===== src/rtl/scc_pkg.sv =====
package scc_pkg;

	localparam int COORD_W = 16;
	localparam int FRAC_W  = 24;
	localparam int TOL_W   = 16;

	// Class codes
	localparam logic [1:0] CLS_APART = 2'd0;
	localparam logic [1:0] CLS_CROSS = 2'd1;
	localparam logic [1:0] CLS_DEGEN = 2'd2;

	localparam logic [TOL_W-1:0] TOL_RESET = 16'd429;

	// Differences of two coordinates: 17 bits; products of two: 34 bits;
	// difference of two products: 35 bits.
	localparam int DIF_W  = COORD_W + 1;
	localparam int PRD_W  = 2 * DIF_W;
	localparam int SUM_W  = PRD_W + 1;
	// Tolerance times a magnitude, and the scaled compare width.
	localparam int TPR_W  = SUM_W + TOL_W + 1;
	localparam int CMP_W  = SUM_W + 34;

	// Divider cell payload: remainder and denominator, both nonnegative.
	typedef struct packed {
		logic              vld;
		logic [1:0]        cls;
		logic [SUM_W-1:0]  den;
		logic [SUM_W-1:0]  rem_a;
		logic [SUM_W-1:0]  rem_b;
		logic [FRAC_W-1:0] q_a;
		logic [FRAC_W-1:0] q_b;
	} div_cell_t;

endpackage


===== src/rtl/scc_div_cell.sv =====
module scc_div_cell
	import scc_pkg::*;
(
	input  logic      clk,
	input  logic      arst_n,
	input  logic      adv,
	input  div_cell_t d_in,
	output div_cell_t d_out
);

	logic [SUM_W:0] ra_2, rb_2, den_x;
	logic           ge_a, ge_b;
	div_cell_t      nxt;
	div_cell_t      cell_q;

	always_comb begin
		den_x = {1'b0, d_in.den};
		ra_2  = {d_in.rem_a, 1'b0};
		rb_2  = {d_in.rem_b, 1'b0};
		ge_a  = ra_2 >= den_x;
		ge_b  = rb_2 >= den_x;
		nxt   = d_in;
		nxt.rem_a = ge_a ? SUM_W'(ra_2 - den_x) : ra_2[SUM_W-1:0];
		nxt.rem_b = ge_b ? SUM_W'(rb_2 - den_x) : rb_2[SUM_W-1:0];
		nxt.q_a   = {d_in.q_a[FRAC_W-2:0], ge_a};
		nxt.q_b   = {d_in.q_b[FRAC_W-2:0], ge_b};
	end

	always_ff @(posedge clk or negedge arst_n) begin
		if (!arst_n) begin
			cell_q <= '0;
		end else if (adv) begin
			cell_q <= nxt;
		end
	end

	assign d_out = cell_q;

endmodule


===== config.mk =====
export PLATFORM = sky130hd
export DESIGN_NAME = scc_div_cell
export DESIGN_NICKNAME = d
export VERILOG_FILES = /design/src/rtl/scc_pkg.sv /design/src/rtl/scc_div_cell.sv
export SDC_FILE = /design/constraint.sdc
export NUM_CORES = 1
export LEC_CHECK = 0
export BUFFER_PORTS_ARGS = -buffer_cell sky130_fd_sc_hd__buf_2
export CORE_UTILIZATION = 51
export DETAILED_ROUTE_END_ITERATION = 8
export GPL_TIMING_DRIVEN = 0
export HOLD_SLACK_MARGIN = 0.05
export PLACE_DENSITY_LB_ADDON = 0.1
export SYNTH_ARGS = -nofsm -noshare
export SYNTH_HDL_FRONTEND = slang
export SYNTH_SLANG_ARGS = --single-unit

===== constraint.sdc =====
create_clock -name clk -period 1.2 [get_ports clk]
set_input_delay 0.24 -clock clk [delete_from_list [all_inputs] [get_ports clk]]
set_output_delay 0.24 -clock clk [all_outputs]
set_load 0.02 [all_outputs]

==> run metrics <==
status=finished with violations; failing checks=negative setup slack; worst setup margin=-1.23 ns; Hold Vio Cnt, Final=0; Worst path max stage delay=~0.43 ns; CP Cell Sequence=buf_2 > inv_1 > ha_1 > nand3_2 > nor4_2 > nand4_1 > a21oi_4 > buf_4 > buf_4 > nor2_4 > buf_6 > or3_1 > a31oi_1; largest net degree at the start of global routing=103; reg2reg path depth=3; Slew Viols, Final=0; worst IR drop on VDD=1.07 mV; Pwr Density=between 1000 and 1500 mW/mm^2; leakage=7.67 nW; Least-Margin Pin Slew=0.805 ns; Top FF cell, synth=dfrtp_1; commonest cells after routing, fill and taps aside=buf_6, dfrtp_1, buf_2; unrepaired setup endpoints after global routing=true; share of layout cells above drive strength 1=0.462; Bufs on Longest Clock Path=2; Port Buffers=311; synth top area cells=dfrtp_1, mux2_2, ha_1; Via-to-Cell Ratio=5.79; CP endpoint kind=register; NumNets Final=between 1.5k and 2k; die area=0.0205 sq mm; Hold Path Class=input port to register; register area share after synthesis=0.384; minimum clock period after layout=2.43 ns; placed cells=roughly 1.7k; Setup crit end=d_out[115]; mean area per synthesized cell=approximately 9.5 sq um; Register Area=0.00390 sq mm; row count=51; dpl hpwl=24300 microns; Fillers=1055; Tot GR Track Use=0.356; Die X=143 microns; FF-to-FF Start=d_out[81]; Yosys reg bits=156; CP max FO=7; Synth top area share=0.384; vias in the first global route=10.6k; CTS tree=yes; reg2reg setup slack=0.14 ns; Routed WL=39500 microns; initial core utilization=0.521; Worst Path Required=1.55 ns; area of the multi-input gates=0.00680 sq mm; clock root cell=clkbuf_16; IO Pins=315; clock-pin slew on the worst setup and hold paths=about 0.070 ns; Final Cycle Share=2.02; Core Util, Final=0.856; most common cell after layout, fill and taps aside=buf_6; number of CTS-inserted buffers=17; Post-synth ARST share=1.00; DR iter-0 viols=752; r2r endpoint=d_out[81]; clock skew=0 ns; GRT Residual Overflow=0; CP Launch Type=input port; WP data arrival=2.77 ns; Vias=10.9k; number of distinct library cells after synthesis=76; Area Overhead vs Synth=64.4%; final non-filler cell total=1878; Worst Setup SP=d_in[146]; Worst-Skew Late Latency=0.42 ns; DRC Markers=0; Syn Nets=1306; Max Clk Rate=0.412 GHz; gp weighted congestion=0.941; setup violators final=201; Post-synth EDFFs=0; H-tree Lvls=4; global-route wire length before repair=between 50000 and 60000 microns; initial antenna violation count=4; Die Y=roughly 140 microns; Synthesis Warnings=0; Post-Syn Area=0.0102 sq mm; post-synthesis cell count=1075; Max Cap Violations=0; Antenna Nets Post-Route=0; core area=a little under 0.02 sq mm; most used cell, CP=buf_4; max_slew headroom=0.463; WL/cell=21.0 microns; DR pass1 iterations=5; slowest CP cell=ha_1; flip-flop count of the largest register after layout=156; area leader, netlist=dfrtp_1; Sinks on Clock Net=156; Worst Setup Path Type=input port to register
## through the flow
step	cell area, sq um	worst slack (ns)	total power [mW]	hold WS, ns	TNS (ns)
finish	16700	-1.23	21.4	0.0502	-83.79
global route	16700	-1.29	22.2	0.0495	-90.99
CTS	15700	-1.19	20.3	0.0501	-81.85
detailed placement	12300	-1.98	12.4	0.177	-150.26
global placement	12300	-2.52	12.3	0.468	-538.02
floorplan	10400	-1.47	10.4	-0.0556	-95.32
## worst min-delay path by stage
stage                          from  cells after the start  slack (ns)    endpoint
after floorplan              arst_n                      0       -0.06    d_out[0]
after global placement    d_out[83]                      1        0.47   d_out[83]
after detailed placement     arst_n                      1        0.18   d_out[88]
after CTS                 d_in[133]                      2        0.05  d_out[133]
after global routing      d_in[134]                      2        0.05  d_out[134]
final                     d_in[134]                      2        0.05  d_out[134]
## power breakdown
group | switching (mW) | internal (mW)
sequential | 0.592 | 5.99
clock | 2.68 | 3.27
combinational | 4.40 | 4.45
total | 7.68 | 13.7
## layout make-up
class                      count  area share
inverter                      55      0.0154
timing repair buffer         512       0.268
multi-input combinational    817       0.407
buffer                        38      0.0176
antenna                        3    0.000449
sequential                   156       0.234
clock inverter                14      0.0117
clock buffer                  18      0.0263
tap                          265      0.0198
## worst max-delay path, delay by kind of cell
family / cells / cell delay (ns)
compound gates: 2 / 0.40
fa+ha+maj: 1 / 0.43
buf+inv: 5 / 0.57
simple gates: 5 / 1.12
## cells in the mapped netlist (all sizes together) (29+ instances only)
cell type	instances
a31oi	30
xnor2	32
o21ai	51
clkbuf	33
mux2	87
inv	54
nand3	29
a21oi	112
dfrtp	156
nor2	88
nand2	100
ha	70
## logic make-up after synthesis
family | share of synthesized area
compound gates | 0.183
simple gates | 0.126
flops | 0.384
mux | 0.123
buf+inv | 0.0457
fa+ha+maj | 0.0901
xor+xnor | 0.0474
## repair_timing
| item | in CTS | in global routing |
|---|---|---|
| endpoints found under the setup margin | 229 | 330 |
| gates cloned | 3 | 3 |
| hold buffers | 63 | 0 |
| pin swaps | 51 | 58 |
| endpoints found under the hold margin | 116 | 0 |
| buffers inserted | 74 | 61 |
| resized for setup | 451 | 127 |
## layer usage
| layer | share of wire | global-route usage |
|---|---|---|
| met4 | 0.032 | 0.150 |
| met5 | 0.00023 | 0 |
| met1 | 0.39 | 0.430 |
| met3 | 0.072 | 0.0738 |
| met2 | 0.51 | 0.611 |
(Power assumes the default switching activity.)
